$ cat config.mk
export PLATFORM = sky130hd
export DESIGN_NAME = msfq_div
export DESIGN_NICKNAME = d
export VERILOG_FILES = /design/src/sv/msfq_pkg.sv /design/src/sv/msfq_div.sv
export SDC_FILE = /design/constraint.sdc
export NUM_CORES = 1
export LEC_CHECK = 0
export BUFFER_PORTS_ARGS = -buffer_cell sky130_fd_sc_hd__buf_2
export CAP_MARGIN = 25
export CORE_MARGIN = 4
export CORE_UTILIZATION = 45
export DETAILED_ROUTE_END_ITERATION = 7
export PLACE_DENSITY = 0.69
export SLEW_MARGIN = 0
export SYNTH_ARGS = -nofsm -noshare
export SYNTH_HDL_FRONTEND = slang
export SYNTH_SLANG_ARGS = --single-unit
$ cat constraint.sdc
create_clock -name i_clk -period 3.3 [get_ports i_clk]
set_input_delay 0.66 -clock i_clk [delete_from_list [all_inputs] [get_ports i_clk]]
set_output_delay 0.66 -clock i_clk [all_outputs]
set_load 0.01 [all_outputs]
$ cat src/sv/msfq_pkg.sv
// Shared types and constants for the multi-slot FIFO service model.
// No dependencies; imported by the top level, msfq_div and the testbench.
package msfq_pkg;

    localparam int DEF_SLOTS      = 4;
    localparam int DEF_WAIT_DEPTH = 16;
    localparam int MAX_RESULTS    = 20;
    localparam int RES_AW         = $clog2(MAX_RESULTS + 1);

    localparam logic [1:0] OP_SUBMIT  = 2'd0;
    localparam logic [1:0] OP_ADVANCE = 2'd1;
    localparam logic [1:0] OP_DRAIN   = 2'd2;

    localparam logic [1:0] CFG_RATE = 2'd0;
    localparam logic [1:0] CFG_PAR  = 2'd1;
    localparam logic [1:0] CFG_DEV  = 2'd2;

    typedef enum logic [2:0] {
        ST_IDLE,
        ST_DIV,
        ST_SUB,
        ST_SCAN,
        ST_SCAN_END,
        ST_TAKE,
        ST_EMIT
    } t_state;

    typedef struct packed {
        logic [63:0] fin;
        logic [63:0] tag;
        logic [63:0] arg_a;
        logic [63:0] arg_b;
        logic [7:0]  stat;
    } t_slot;

    typedef struct packed {
        logic [63:0] tag;
        logic [32:0] dur;
        logic [63:0] arg_a;
        logic [63:0] arg_b;
        logic [7:0]  stat;
    } t_qent;

    typedef struct packed {
        logic [63:0] tag;
        logic [7:0]  stat;
        logic [63:0] arg_a;
        logic [63:0] arg_b;
    } t_res;

    typedef struct packed {
        logic        start;
        logic [31:0] dividend;
        logic [31:0] divisor;
    } t_div_req;

endpackage

$ cat src/sv/msfq_div.sv
// Restoring 32/32 divider, one quotient bit per cycle.
// Depends on msfq_pkg for the request struct.
module msfq_div import msfq_pkg::*; (
    input  logic        i_clk,
    input  logic        i_rst_n,
    input  t_div_req    i_req,
    output logic        o_done,
    output logic [31:0] o_quot
);
    logic [31:0] r_rem, n_rem;
    logic [31:0] r_q, n_q;
    logic [31:0] r_dvs;
    logic [5:0]  r_cnt;
    logic        r_run;
    logic        r_done;
    logic [32:0] sh;
    logic [32:0] diff;

    always_comb begin
        sh   = {r_rem, r_q[31]};
        diff = sh - {1'b0, r_dvs};
        if (!diff[32]) begin
            n_rem = diff[31:0];
            n_q   = {r_q[30:0], 1'b1};
        end else begin
            n_rem = sh[31:0];
            n_q   = {r_q[30:0], 1'b0};
        end
    end

    always_ff @(posedge i_clk) begin
        if (!i_rst_n) begin
            r_run  <= 1'b0;
            r_done <= 1'b0;
            r_cnt  <= '0;
        end else begin
            r_done <= 1'b0;
            if (i_req.start) begin
                r_run <= 1'b1;
                r_cnt <= '0;
            end else if (r_run) begin
                r_cnt <= r_cnt + 6'd1;
                if (r_cnt == 6'd31) begin
                    r_run  <= 1'b0;
                    r_done <= 1'b1;
                end
            end
        end
    end

    always_ff @(posedge i_clk) begin
        if (i_req.start) begin
            r_rem <= '0;
            r_q   <= i_req.dividend;
            r_dvs <= i_req.divisor;
        end else if (r_run) begin
            r_rem <= n_rem;
            r_q   <= n_q;
        end
    end

    assign o_done = r_done;
    assign o_quot = r_q;
endmodule

==> results by group <==
STA
  – Slew headroom: 57.9%
  – Worst Max-Slew Pin Slew: between 600 and 700 ps
  – Final period util: between 90 and 100%
  – Final Hold Fails: 0
  – Skew final: 9.39 ps
  – Worst setup margin: 29.0 ps
  – Final setup fails: 0
  – Hold slack: roughly 480 ps
  – Fmax achieved: slightly above 300 MHz
  – Pins Over Slew Limit: 0
  – Post-layout min period: around 3300 ps
  – RSZ-0062 raised after global routing: true

Min path
  – HP Start: i_req[8]
  – Hold Path Cell Cnt: 1
  – Hold crit path type: in -> reg
  – Hold EP: r_dvs[8]

Synth
  – Ys Warns: 0
  – Register bit total from synthesis: between 100 and 150
  – Synth Instances: about 570
  – Most common flop cell mapped by yosys: edfxtp_1
  – EDFF count, synth: 64
  – Yosys top cell area share: roughly a third
  – Sequential element share of the synthesized area: 45.9%
  – Synth area leaders: edfxtp_1 32%, dfxtp_1 13%, ha_1 7.0%, mux2_2 5.9%, mux2i_1 3.4%
  – Cell variety after synth: 58
  – Async set or reset register ratio after synthesis: 0%
  – Post-Syn Area: approximately 0.006 mm^2
  – Avg Cell Area, Syn: about 10 um^2
  – Syn_nets: between 600 and 700
  – Leading area contributor after synthesis: edfxtp_1

Placement
  – Placer Congestion: 0.905
  – Post-detail-place hpwl: slightly below 10000 um
  – Pre-CTS setup slack: -238 ps
  – PortBufs: 99

Power
  – Pleak: between 3 and 4 nW
  – Sequential power share: roughly 43%
  – Pwr Density: between 500 and 600 mW/mm^2
  – Switch Pwr: ~1.1 mW
  – Clock power frac: a little under a third
  – Internal power: 2.54 mW
  – Combinational Power Share: roughly 25%
  – Switching power share of the total: between 30 and 40%
  – VDD IR max: between 0.5 and 0.6 mV

Clocking
  – Clock sink count: approximately 100
  – CTS Buf Count: 9
  – Htree depth: 3
  – Worst-path clk slew: around 80 ps
  – Root buffer cell: clkbuf_16
  – TritonCTS clock tree: done
  – Clock buffer depth: 2
  – Clock Latency Late Sink: roughly 360 ps
  – # hold bufs at CTS: 0

Global route
  – Busiest grt layer: met2
  – Total grt overflow: 0
  – Antenna violations before repair: 0
  – Total GRT Usage: 19.5%
  – Vias in the first global route: 4998
  – Pin count of the biggest net entering global routing: 72
  – Grt met2 use: between 30% and 40%
  – Met1 global-route usage: between 20% and 30%
  – GR Layer Usage met3: 5.90%
  – First-pass GRT wire length: between 20000 and 25000 um

Layout
  – Commonest non-fill, non-tap cell in the layout: buf_2
  – Most frequent cells in the layout: 99 x buf_2, 64 x edfxtp_1, 51 x nor2_1
  – Fillers: about 1100
  – # nets final: between 700 and 800
  – FF/Latch Area: between 0.002 and 0.003 mm^2
  – Area Growth Syn to Fin: 23.1%
  – Post-layout util: a little under three fifths
  – Multi-input logic area: 0.00307 mm^2
  – Diode count: 0
  – Layout cells sized above 1: about 29%

Critical path
  – Crit Reg-Reg Endpoint: r_rem[2]
  – Worst Path Required: approximately 3500 ps
  – Worst-path maximum fanout: 10
  – Crit Path Category: reg -> reg
  – Worst Setup End Kind: register
  – Crit. path cell count: 12
  – Reg-to-Reg Start: r_dvs[0]
  – Worst EP arrival: 3480 ps
  – CP bufs+invs: 2
  – Slowest CP cell: a2111o_1
  – CP startpoint kind: register
  – Crit-path cells: ha_2, fa_2, nand2b_4, a21oi_4, o211ai_1, a2111o_1, a211o_1, a211oi_4, buf_6, buf_12, mux2i_1, a211oi_1
  – R2r setup slk: just under 30 ps
  – Crit-path leading delay family: compound AO/OA/AOI/OAI gates
  – Max incr delay on CP: around 480 ps
  – R2R depth: 12

Detailed routing
  – Routed WL: approximately 14000 um
  – DRT Pass-1 Iters: 4
  – Residual DRC count: 0
  – Drt via density: 5.53
  – DRT iter0 DRCs: 295
  – WL per Instance: between 15 and 20 um
  – Post-route ant nets: 0
  – DR vias: slightly below 5000

Floorplan
  – Starting Density: a little under half
  – Core area: roughly 0.013 mm^2
  – Vert. Die Dim: 123 um
  – Die Footprint: 0.0151 mm^2
  – Top Ports: 100
  – Die W: 123 um
  – Core Rows: about 40

Flow run
  – Number of max-cap violations: 0

Status
  – Status: complete, no violations
## stage by stage
| step | cells | power [mW] | area, um^2 | TNS (ps) |
|---|---|---|---|---|
| floorplan | 574 | 2.18 | 5930 | 0 |
| finish | 875 | 3.66 | 7310 | 0 |
| CTS | 870 | 3.65 | 7200 | 0 |
| detailed placement | 839 | 2.43 | 6690 | -3880 |
| global route | 875 | 3.85 | 7310 | -2120 |
| global placement | 839 | 2.41 | 6690 | -1550 |
## repair_timing
action / 4_1_cts / 5_1_grt
setup endpoints to repair: 33 / 33
buffers inserted: 13 / 4
hold endpoints to repair: 0 / 0
pin swaps: 7 / 9
gates cloned: 2 / 1
resized for setup: 12 / 14
## how the worst max path moves through the flow
stage                     startpoint   endpoint  slack [ps]
after floorplan           o_quot[31]  r_rem[28]          30
after global placement    o_quot[31]  r_rem[17]        -110
after global routing      o_quot[31]   r_rem[6]        -130
after detailed placement  o_quot[31]  r_rem[26]        -240
after CTS                 o_quot[31]   r_rem[8]          20
final                       r_dvs[0]   r_rem[2]          30
## synthesized netlist by cell type (all sizes together), types with 9 or more instances
cell type / n
edfxtp: 64
nor2: 51
dfxtp: 40
inv: 38
nand2: 35
ha: 33
mux2: 31
a21oi: 29
a211oi: 27
o21ai: 25
mux2i: 20
clkbuf: 17
xor2: 15
a21o: 11
xnor2: 11
nand3: 10
nor3: 10
nand2b: 9
nand4: 9
## kinds of logic (layout without fill, tap and decap cells)
family	count (synthesis)	count (layout)	synth area share, %
muxes	51	51	9.26
AOI/OAI and AO/OA	139	139	16.4
buffers and inverters	60	189	4.13
adders and majority gates	34	34	7.30
and+or+nand+nor	160	160	13.2
DFF	104	104	45.9
xor gates and xnor gates	26	26	3.84
## power by group through the flow
stage / sequential (mW) / clock (mW) / combinational (mW)
finish: 1.58 / 1.16 / 0.917
global route: 1.59 / 1.24 / 1.01
CTS: 1.58 / 1.19 / 0.883
detailed placement: 1.60 / 0 / 0.827
global placement: 1.60 / 0 / 0.805
floorplan: 1.60 / 0 / 0.583
## registers in the layout, summed over array words and instances, names as in the netlist
name	count
o_done	1
r_dvs	32
r_rem	32
r_cnt	6
o_quot	32
r_run	1
## metal layers
| layer | vias to the layer above | part of all wire, % |
|---|---|---|
| met1 | 2281 | 44 |
| li1 | 2387 | - |
| met4 | 0 | 2.0 |
| met3 | 27 | 6.5 |
| met2 | 148 | 47 |
| met5 | - | 0 |
## area by class of cell
type / count / area share, %
clock buffer: 9 / 3.08
clock inverter: 7 / 1.39
inverter: 39 / 2.00
multi-input combinational: 410 / 42.0
sequential: 104 / 37.3
tap: 172 / 2.95
timing repair buffer: 134 / 11.3
## worst register-to-register path, cell delays in order (launching register included)
cell and delay (ps):
edfxtp_1 380, ha_2 200, fa_2 350, nand2b_4 170, a21oi_4 170, o211ai_1 160
a2111o_1 480, a211o_1 320, a211oi_4 260, buf_6 180, buf_12 150, mux2i_1 200
a211oi_1 90
No activity file was read; power rests on OpenSTA's default activity.
