### config.mk
export PLATFORM = sky130hd
export DESIGN_NAME = msfq_ram
export DESIGN_NICKNAME = d
export VERILOG_FILES = /design/src/sv/msfq_ram.sv
export SDC_FILE = /design/constraint.sdc
export NUM_CORES = 1
export LEC_CHECK = 0
export ABC_CLOCK_PERIOD_IN_PS = 1630
export BUFFER_PORTS_ARGS = -buffer_cell sky130_fd_sc_hd__clkbuf_2
export CAP_MARGIN = 20
export CORE_AREA = 2 2 120 122
export DETAILED_ROUTE_END_ITERATION = 10
export DIE_AREA = 0 0 122 124
export PLACE_DENSITY = 0.57
export SLEW_MARGIN = 20
export SYNTH_ARGS = -nofsm -noshare
export SYNTH_HDL_FRONTEND = slang
export SYNTH_SLANG_ARGS = --single-unit
### constraint.sdc
create_clock -name i_clk -period 1.63 [get_ports i_clk]
set_input_delay 0.0815 -clock i_clk [delete_from_list [all_inputs] [get_ports i_clk]]
set_output_delay 0.0815 -clock i_clk [all_outputs]
set_load 0.1 [all_outputs]
### src/sv/msfq_ram.sv
// Generic single-write, single-read RAM with registered read data.
// No dependencies.
module msfq_ram #(
    parameter int WIDTH = 8,
    parameter int DEPTH = 16
) (
    input  logic                     i_clk,
    input  logic                     i_we,
    input  logic [$clog2(DEPTH)-1:0] i_waddr,
    input  logic [WIDTH-1:0]         i_wdata,
    input  logic [$clog2(DEPTH)-1:0] i_raddr,
    output logic [WIDTH-1:0]         o_rdata
);
    logic [WIDTH-1:0] r_mem [DEPTH];
    logic [WIDTH-1:0] r_rdata;

    always_ff @(posedge i_clk) begin
        if (i_we) begin
            r_mem[i_waddr] <= i_wdata;
        end
        r_rdata <= r_mem[i_raddr];
    end

    assign o_rdata = r_rdata;
endmodule

==> flow_metrics.tcl, run 1 <==
set metrics [dict create \
    dp_hpwl_mm 6.69 \
    vdd_ir_drop_max_v 0.000799 \
    hold_slack_ps 89.3 \
    ctsResizeCount 0 \
    die-area_um2 15100 \
    synth-seq-cells 136 \
    worst_path_max_delay_cell "mux4_1" \
    final_max_slew_viol_count 0 \
    clock-sinks 136 \
    cts_buffers 17 \
    root_buffer "clkbuf_16" \
    coreArea_um2 13700 \
    synthDistinctLibCells 19 \
    use_met1_pct 20.1 \
    final.period_utilization_pct 82.8 \
    drc 0 \
    rows 43 \
    grt_max_degree 33 \
    clock_skew_ps 5.00 \
    required_ps 1920 \
    use_met2_pct 23.7 \
    maxCapViolCount 0 \
    critPathArrivalTime_ps 1640 \
    hp-class "in -> reg" \
    cts_setup_buffers 0 \
    rsz0062_at_grt "no" \
    tightest_slew_ps 572 \
    final_nets 311 \
    path_max_fanout 1 \
    ioPinCount 26 \
    crit_chain "mux4_1 -> a22oi_1 -> nand2_1" \
    first_pass_iters 4 \
    path_clk_slew_ps 50 \
    total_power_w 0.00757 \
    initial_core_util_pct 37.5 \
    n_antenna_cell 0 \
    die_h_um 124 \
    cts_buffer_depth 2 \
    holdBufCountCts 0 \
    yosysWarnings 0 \
    cp-end-kind "flip-flop" \
    h-tree-depth 4 \
    grt_pass1_wl_mm 15.8 \
    post_drt_via_cell_ratio 5.02 \
    syn_nets 247 \
    syn-cell-area_um2 5150 \
    design_area_um2 6140 \
    wl_per_cell_um 20.8 \
    synth_area_per_cell_um2 22.5 \
    status "complete, no violations" \
    start_kind "flip-flop" \
    slowest_delay_ps 500 \
    dieWidth_um 122 \
    cellPowerDensity_nw_per_um2 1230 \
    wl_mm 10.0 \
    dpl_cell_area_um2 5660 \
    nFillCells 1188 \
    top_usage_layer "met2" \
    power_leakage_nw 2.10 \
    syn_inst 229 \
    use_met3_pct 4.17 \
    initialDrtViolationCount 289 \
    slew_headroom_pct 62.0 \
    hold_violations 0 \
    clk_latency_ps 410 \
    finalSetupViolCount 0 \
    gp_congestion 0.752 \
    critPathKind "reg -> reg" \
    antenna_found_initial 1 \
    detail-route-antenna-nets 0 \
    first_global_vias 2623 \
    timing.fmax_mhz 741 \
    gr-total-overflow 0 \
    areaGrowthSynthToFinish_pct 19.2 \
    gr-usage-all-layers_pct 15.2 \
    ys_seq_area_share_pct 77.8 \
    io_buffers 25 \
    num_vias 2423 \
    tritoncts "yes" \
    fin_tns_setup_ps 0 \
    min_period_ps 1350 \
    drive_gt1_share_pct 31.0 \
]
==> worst max-delay path, delay by kind of cell (launching register included) <==
kind / cells / cell delay [ps]
AO/OA/AOI/OAI: 1 / 290
flip-flops: 1 / 350
multiplexers: 1 / 500
AND/OR/NAND/NOR: 1 / 90
==> metal layers <==
| layer | wire [µm] | part of all wire, % |
|---|---|---|
| met1 | 4590 | 46 |
| met2 | 4860 | 48 |
| met3 | 420 | 4.2 |
| met4 | 162 | 1.6 |
| met5 | 11 | 0.11 |
==> kinds of logic (layout without fill, tap and decap cells) <==
logic type             Yosys count  count (layout)  share of synthesized area [%]
DFF                            136             136                           77.8
and+or+nand+nor                 35              35                           3.18
muxes                           32              32                           15.0
AOI/OAI and AO/OA               16              16                           2.33
buffers and inverters           10              84                           1.68
==> per-stage QoR <==
| stage | std cells | setup WS, ps | utilization, % |
|---|---|---|---|
| 3_5_place_dp | 454 | 53.2 | 41.3 |
| 2_1_floorplan | 229 | 55.6 | - |
| 3_3_place_gp | 454 | 39.2 | 41.3 |
| 6_report | 483 | 280 | 44.7 |
| 5_1_grt | 483 | 170 | 44.7 |
| 4_1_cts | 483 | 249 | 44.7 |
==> area by class of cell <==
cell class | count | area (µm²) | area share (%)
sequential | 136 | 4000 | 65.3
clock buffer | 20 | 437 | 7.12
clock inverter | 9 | 37.5 | 0.612
tap | 180 | 225 | 3.67
timing repair buffer | 55 | 375 | 6.12
multi-input combinational | 83 | 1060 | 17.2
==> layout by cell type, fill, tap and decap left out, types with 2 or more instances in the layout <==
cell type / instances
edfxtp_1: 128
buf_4: 28
clkbuf_2: 25
mux4_2: 18
clkbuf_16: 17
a22oi_1: 16
mux4_1: 14
nor2_1: 13
nand2_1: 9
dfxtp_1: 8
clkinv_1: 6
nor3_1: 4
clkbuf_1: 3
clkinv_2: 3
nand3b_1: 2
nand2b_1: 2
buf_12: 2
==> registers in the layout (all words and copies together), names as in the netlist <==
name,count
r_mem,128
o_rdata,8
==> final timing paths <==
check	startpoint	to	slack, ps	cells past startpoint
setup reg to reg	r_mem[1][5]	o_rdata[5]	280	3
hold reg to reg	r_mem[15][5]	o_rdata[5]	680	3
setup / recovery	r_mem[1][5]	o_rdata[5]	280	3
hold / removal	i_wdata[3]	r_mem[14][3]	90	1
==> power by group <==
group / total (W) / internal (W) / switching [W]
sequential: 0.00394 / 0.00392 / 0.0000276
combinational: 0.000535 / 0.000164 / 0.000370
clock: 0.00309 / 0.00187 / 0.00123
==> synthesized netlist by cell type <==
library cell     instances  area [µm²]
a22oi_1                 16         120
and2_1                   1        6.26
and2b_1                  1        7.51
buf_2                    3        15.0
buf_4                    1        7.51
buf_6                    3        33.8
clkdlybuf4s25_2          3        30.0
dfxtp_1                  8         160
edfxtp_1               128        3840
mux4_1                  14         368
mux4_2                  18         405
nand2_1                  9        33.8
nand2b_1                 2        12.5
nand3_1                  1        5.00
nand3b_1                 2        15.0
nor2_1                  13        48.8
nor2b_1                  1        6.26
nor3_1                   4        20.0
or3b_2                   1        8.76
(Power assumes the default switching activity.)
==> run 2: changes to the inputs <==
Settings changed: ABC_CLOCK_PERIOD_IN_PS 1630 to 1400, PLACE_DENSITY 0.57 to 0.55.
Clock period 1.63 ns to 1.4 ns, I/O delays scaled along.
==> run 2 against run 1 <==
Net effect:
- via count rose by 2.1%
- final area rose by 1.7%
- clock skew rose by 4.3 ps
- non-clock buffer count fell by 2
- worst setup slack got worse by 210 ps
- utilization rose by 0.77 points
- sequential share of layout area fell by 1.1 points
- global-route usage rose by 0.25 points
- worst hold slack got worse by 15 ps
- first-iteration DRC count fell by 28%
- routed wire length rose by 2.1%
- sequential power rose by 16%
- critical path type is now reg -> out
- highest routed layer is now met4
==> flow_metrics.tcl, run 2 (same netlist as run 1, synthesis figures left out) <==
set metrics [dict create \
    layout_setup_ws_ps 69.8 \
    path_max_fanout 1 \
    drive_gt1_share_pct 34.5 \
    status "complete, no violations" \
    ctsResizeCount 0 \
    worst_path_max_delay_cell "clkbuf_2" \
    timing.fmax_mhz 752 \
    io_buffers 25 \
    drc 0 \
    power_leakage_nw 2.15 \
    wl_per_cell_um 21.2 \
    grt_pass1_wl_mm 15.9 \
    antenna_found_initial 0 \
    total_power_w 0.00934 \
    critical_path_depth 1 \
    crit_chain "clkbuf_2" \
    h-tree-depth 4 \
    max_flop_register "r_mem" \
    cts_setup_buffers 0 \
    cp-startpoint "o_rdata[0]" \
    required_ps 1330 \
    r2r_slack_ps 80 \
    dp_hpwl_mm 6.49 \
    hold_violations 0 \
    n_antenna_cell 0 \
    cp-end-kind "output port" \
    path_buf_inv 1 \
    final_max_slew_viol_count 0 \
    path_clk_slew_ps 50 \
    wl_mm 10.3 \
    mostFrequentLayoutCells "128 x edfxtp_1, 25 x clkbuf_2, 24 x buf_4" \
    largest_register_ffs 128 \
    slew_headroom_pct 47.4 \
    finalSetupViolCount 0 \
    post-place-ws_ps -111 \
    critPathTopFamily "buffers and inverters" \
    r2r_cells 3 \
    gr-total-overflow 0 \
    clock_skew_ps 9.27 \
    gp_congestion 0.779 \
    initial_core_util_pct 37.5 \
    grt_max_degree 33 \
    post_drt_via_cell_ratio 5.11 \
    detail-route-antenna-nets 0 \
    maxCapViolCount 0 \
    design_area_um2 6240 \
    min_period_ps 1330 \
    cellPowerDensity_nw_per_um2 1500 \
    rsz0062_at_grt "no" \
    hp-class "in -> reg" \
    worstSetupEndpoint "o_rdata[0]" \
    vdd_ir_drop_max_v 0.000957 \
    die_h_um 124 \
    final.period_utilization_pct 95.0 \
    r2r-end "o_rdata[1]" \
    first_pass_iters 4 \
    dpl_cell_area_um2 5680 \
    cts_buffers 17 \
    root_buffer "clkbuf_16" \
    final_nets 309 \
    holdBufCountCts 0 \
    dieWidth_um 122 \
    areaGrowthSynthToFinish_pct 21.2 \
    tritoncts "yes" \
    slowest_delay_ps 480 \
    start_kind "flip-flop" \
    tightest_slew_ps 787 \
    rows 43 \
    critPathKind "reg -> out" \
    r2r-start "r_mem[9][1]" \
    cts_buffer_depth 2 \
    die-area_um2 15100 \
    ioPinCount 26 \
    initialDrtViolationCount 207 \
    coreArea_um2 13700 \
    clk_latency_ps 410 \
    clock-sinks 136 \
    hold_slack_ps 74.5 \
    critPathArrivalTime_ps 1260 \
    layout_commonest_cell "edfxtp_1" \
    num_vias 2474 \
    gr-usage-all-layers_pct 15.5 \
    first_global_vias 2621 \
]
==> run 2: cell count changes in the layout (fill, tap and decap cells not counted), sizes merged <==
cell and change:
buf -2, clkinv -2, clkbuf +4, clkinvlp +1
==> run 2: per-layer routing <==
| metal | vias up | global-route usage, % | routed length [µm] |
|---|---|---|---|
| met5 | - | 0 | 0 |
| met4 | 0 | 7.54 | 172 |
| met3 | 11 | 4.72 | 485 |
| met2 | 62 | 23.6 | 4950 |
| met1 | 1303 | 20.3 | 4650 |
| li1 | 1098 | - | - |
==> run 2: worst min path at each step <==
stage,startpoint,to,slack (ps),depth (start not counted)
2_1_floorplan,i_wdata[0],r_mem[0][0],170,0
3_3_place_gp,i_wdata[5],r_mem[6][5],490,1
3_5_place_dp,i_wdata[5],r_mem[6][5],500,1
4_1_cts,i_wdata[5],r_mem[6][5],60,1
5_1_grt,i_wdata[5],r_mem[8][5],100,1
6_report,i_wdata[2],r_mem[13][2],70,1
==> run 2: stage by stage <==
| stage | util, % | setup TNS (ps) | cells |
|---|---|---|---|
| global route | 45.5 | 0 | 484 |
| floorplan | - | 0 | 229 |
| global placement | 41.4 | -557 | 452 |
| finish | 45.5 | 0 | 484 |
| CTS | 45.5 | 0 | 484 |
| detailed placement | 41.4 | -613 | 452 |
==> run 2: final cells by class <==
cell class,instances,area (µm²)
well taps,180,225
multi-input cells,83,1060
flip-flops and latches,136,4000
clock buffers,24,522
repair buffers,53,385
fillers,1174,7480
clock inverters,8,42.5
==> run 2: power breakdown <==
group	internal [W]	switching, W	total, W
clock network	0.00257	0.00155	0.00412
registers	0.00455	0.0000316	0.00459
logic	0.000200	0.000436	0.000636
==> run 3: changes to the inputs <==
Settings changed: HOLD_SLACK_MARGIN set to 0.12.
==> run 3 against run 2 <==
Net effect:
- global-route usage increased by 0.070 points
- combinational power increased by 2%
- sequential cell count unchanged
- sequential power about the same
- via count increased by 0.97%
- critical endpoint unchanged
==> flow_metrics.tcl, run 3 (same netlist as run 1, synthesis figures left out) <==
set metrics [dict create \
    status "complete, no violations" \
    drive_gt1_share_pct 33.8 \
    finalSetupViolCount 0 \
    layout_setup_ws_ps 62.4 \
    fin_tns_setup_ps 0 \
    grt_max_degree 33 \
    cellPowerDensity_nw_per_um2 1480 \
    clock-sinks 136 \
    post_drt_via_cell_ratio 5.09 \
    n_antenna_cell 0 \
    r2r-start "r_mem[9][1]" \
    hold_violations 0 \
    mostFrequentLayoutCells "128 x edfxtp_1, 25 x clkbuf_2, 24 x buf_4" \
    critical_path_depth 1 \
    largest_register_ffs 128 \
    path_clk_slew_ps 60 \
    h-tree-depth 4 \
    rows 43 \
    clk_latency_ps 420 \
    dpl_cell_area_um2 5680 \
    max_flop_register "r_mem" \
    wl_per_cell_um 21.0 \
    cp-startpoint "o_rdata[0]" \
    slowest_delay_ps 480 \
    drc 0 \
    gp_congestion 0.779 \
    areaGrowthSynthToFinish_pct 22.6 \
    worstSetupEndpoint "o_rdata[0]" \
    top_layer_used "met4" \
    cts_setup_buffers 0 \
    final_util_pct 46.0 \
    gr-usage-all-layers_pct 15.5 \
    cp-end-kind "output port" \
    power_leakage_nw 2.18 \
    final_max_slew_viol_count 0 \
    coreArea_um2 13700 \
    maxCapViolCount 0 \
    crit_chain "clkbuf_2" \
    gr-total-overflow 0 \
    tritoncts "yes" \
    clock_skew_ps 14.1 \
    initial_core_util_pct 37.5 \
    first_global_vias 2650 \
    required_ps 1330 \
    final.period_utilization_pct 95.5 \
    hold_slack_ps 134 \
    tightest_slew_ps 826 \
    design_area_um2 6310 \
    worst_path_max_delay_cell "clkbuf_2" \
    wl_mm 10.3 \
    dieWidth_um 122 \
    first_pass_iters 4 \
    wl_met3_um 497 \
    r2r_slack_ps 80 \
    critPathArrivalTime_ps 1270 \
    path_buf_inv 1 \
    die_h_um 124 \
    r2r-end "o_rdata[1]" \
    io_buffers 25 \
    cts_buffers 17 \
    r2r_cells 3 \
    critPathTopFamily "buffers and inverters" \
    final_nets 316 \
    antenna_found_initial 0 \
    num_vias 2498 \
    hp-class "in -> reg" \
    cts_buffer_depth 2 \
    ioPinCount 26 \
    slew_headroom_pct 44.8 \
    ctsResizeCount 0 \
    start_kind "flip-flop" \
    dp_hpwl_mm 6.49 \
    path_max_fanout 1 \
    drt-met1-wl_mm 4.61 \
    grt_pass1_wl_mm 16.0 \
    critPathKind "reg -> out" \
    root_buffer "clkbuf_16" \
    rsz0062_at_grt "no" \
    detail-route-antenna-nets 0 \
    initialDrtViolationCount 209 \
    timing.fmax_mhz 748 \
    route.met2.wl_mm 5.08 \
    die-area_um2 15100 \
    min_period_ps 1340 \
    layout_commonest_cell "edfxtp_1" \
    vdd_ir_drop_max_v 0.000960 \
    post-place-ws_ps -111 \
]
[run 3: layout make-up]
type	count	area, µm²
Fill cell	1169	7410
Sequential cell	136	4000
Multi-Input combinational cell	83	1060
Clock buffer	24	522
Timing Repair Buffer	60	455
Tap cell	180	225
Clock inverter	8	42.5
[run 3: power by group]
group          switching [W]  leakage (nW)  internal, W  total, W
clock                0.00155         0.287      0.00257   0.00412
combinational       0.000438         0.669     0.000213  0.000651
sequential         0.0000314          1.22      0.00455   0.00459
[run 3: worst min path at each step]
stage / slack, ps / from / cells past startpoint / endpoint
after global routing: 130 / i_wdata[7] / 1 / r_mem[13][7]
after global placement: 490 / i_wdata[5] / 1 / r_mem[6][5]
final: 130 / i_wdata[7] / 1 / r_mem[13][7]
after floorplan: 170 / i_wdata[0] / 0 / r_mem[0][0]
after detailed placement: 500 / i_wdata[5] / 1 / r_mem[6][5]
after CTS: 140 / i_wdata[7] / 1 / r_mem[9][7]
[run 3: metrics by stage]
step | power (W) | cells
CTS | 0.00946 | 491
global route | 0.00969 | 491
detailed placement | 0.00532 | 452
global placement | 0.00531 | 452
finish | 0.00936 | 491
floorplan | 0.00509 | 229
[run 3: worst reg2reg max path: cells and delay by family (launching register included)]
family	cells	cell delay [ps]
mux	1	510
compound gates	1	250
simple gates	1	80
flops	1	360
[run 3: what timing repair did]
| action | CTS | global route |
|---|---|---|
| setup endpoints to repair | 0 | 0 |
| hold buffers | 7 | 0 |
| hold endpoints to repair | 108 | 0 |
[run 3: per-layer routing]
| layer | global-route usage [%] | up-vias |
|---|---|---|
| met5 | 0 | - |
| met2 | 23.8 | 66 |
| met3 | 5.27 | 8 |
| li1 | - | 1111 |
| met1 | 20.3 | 1313 |
| met4 | 6.82 | 0 |
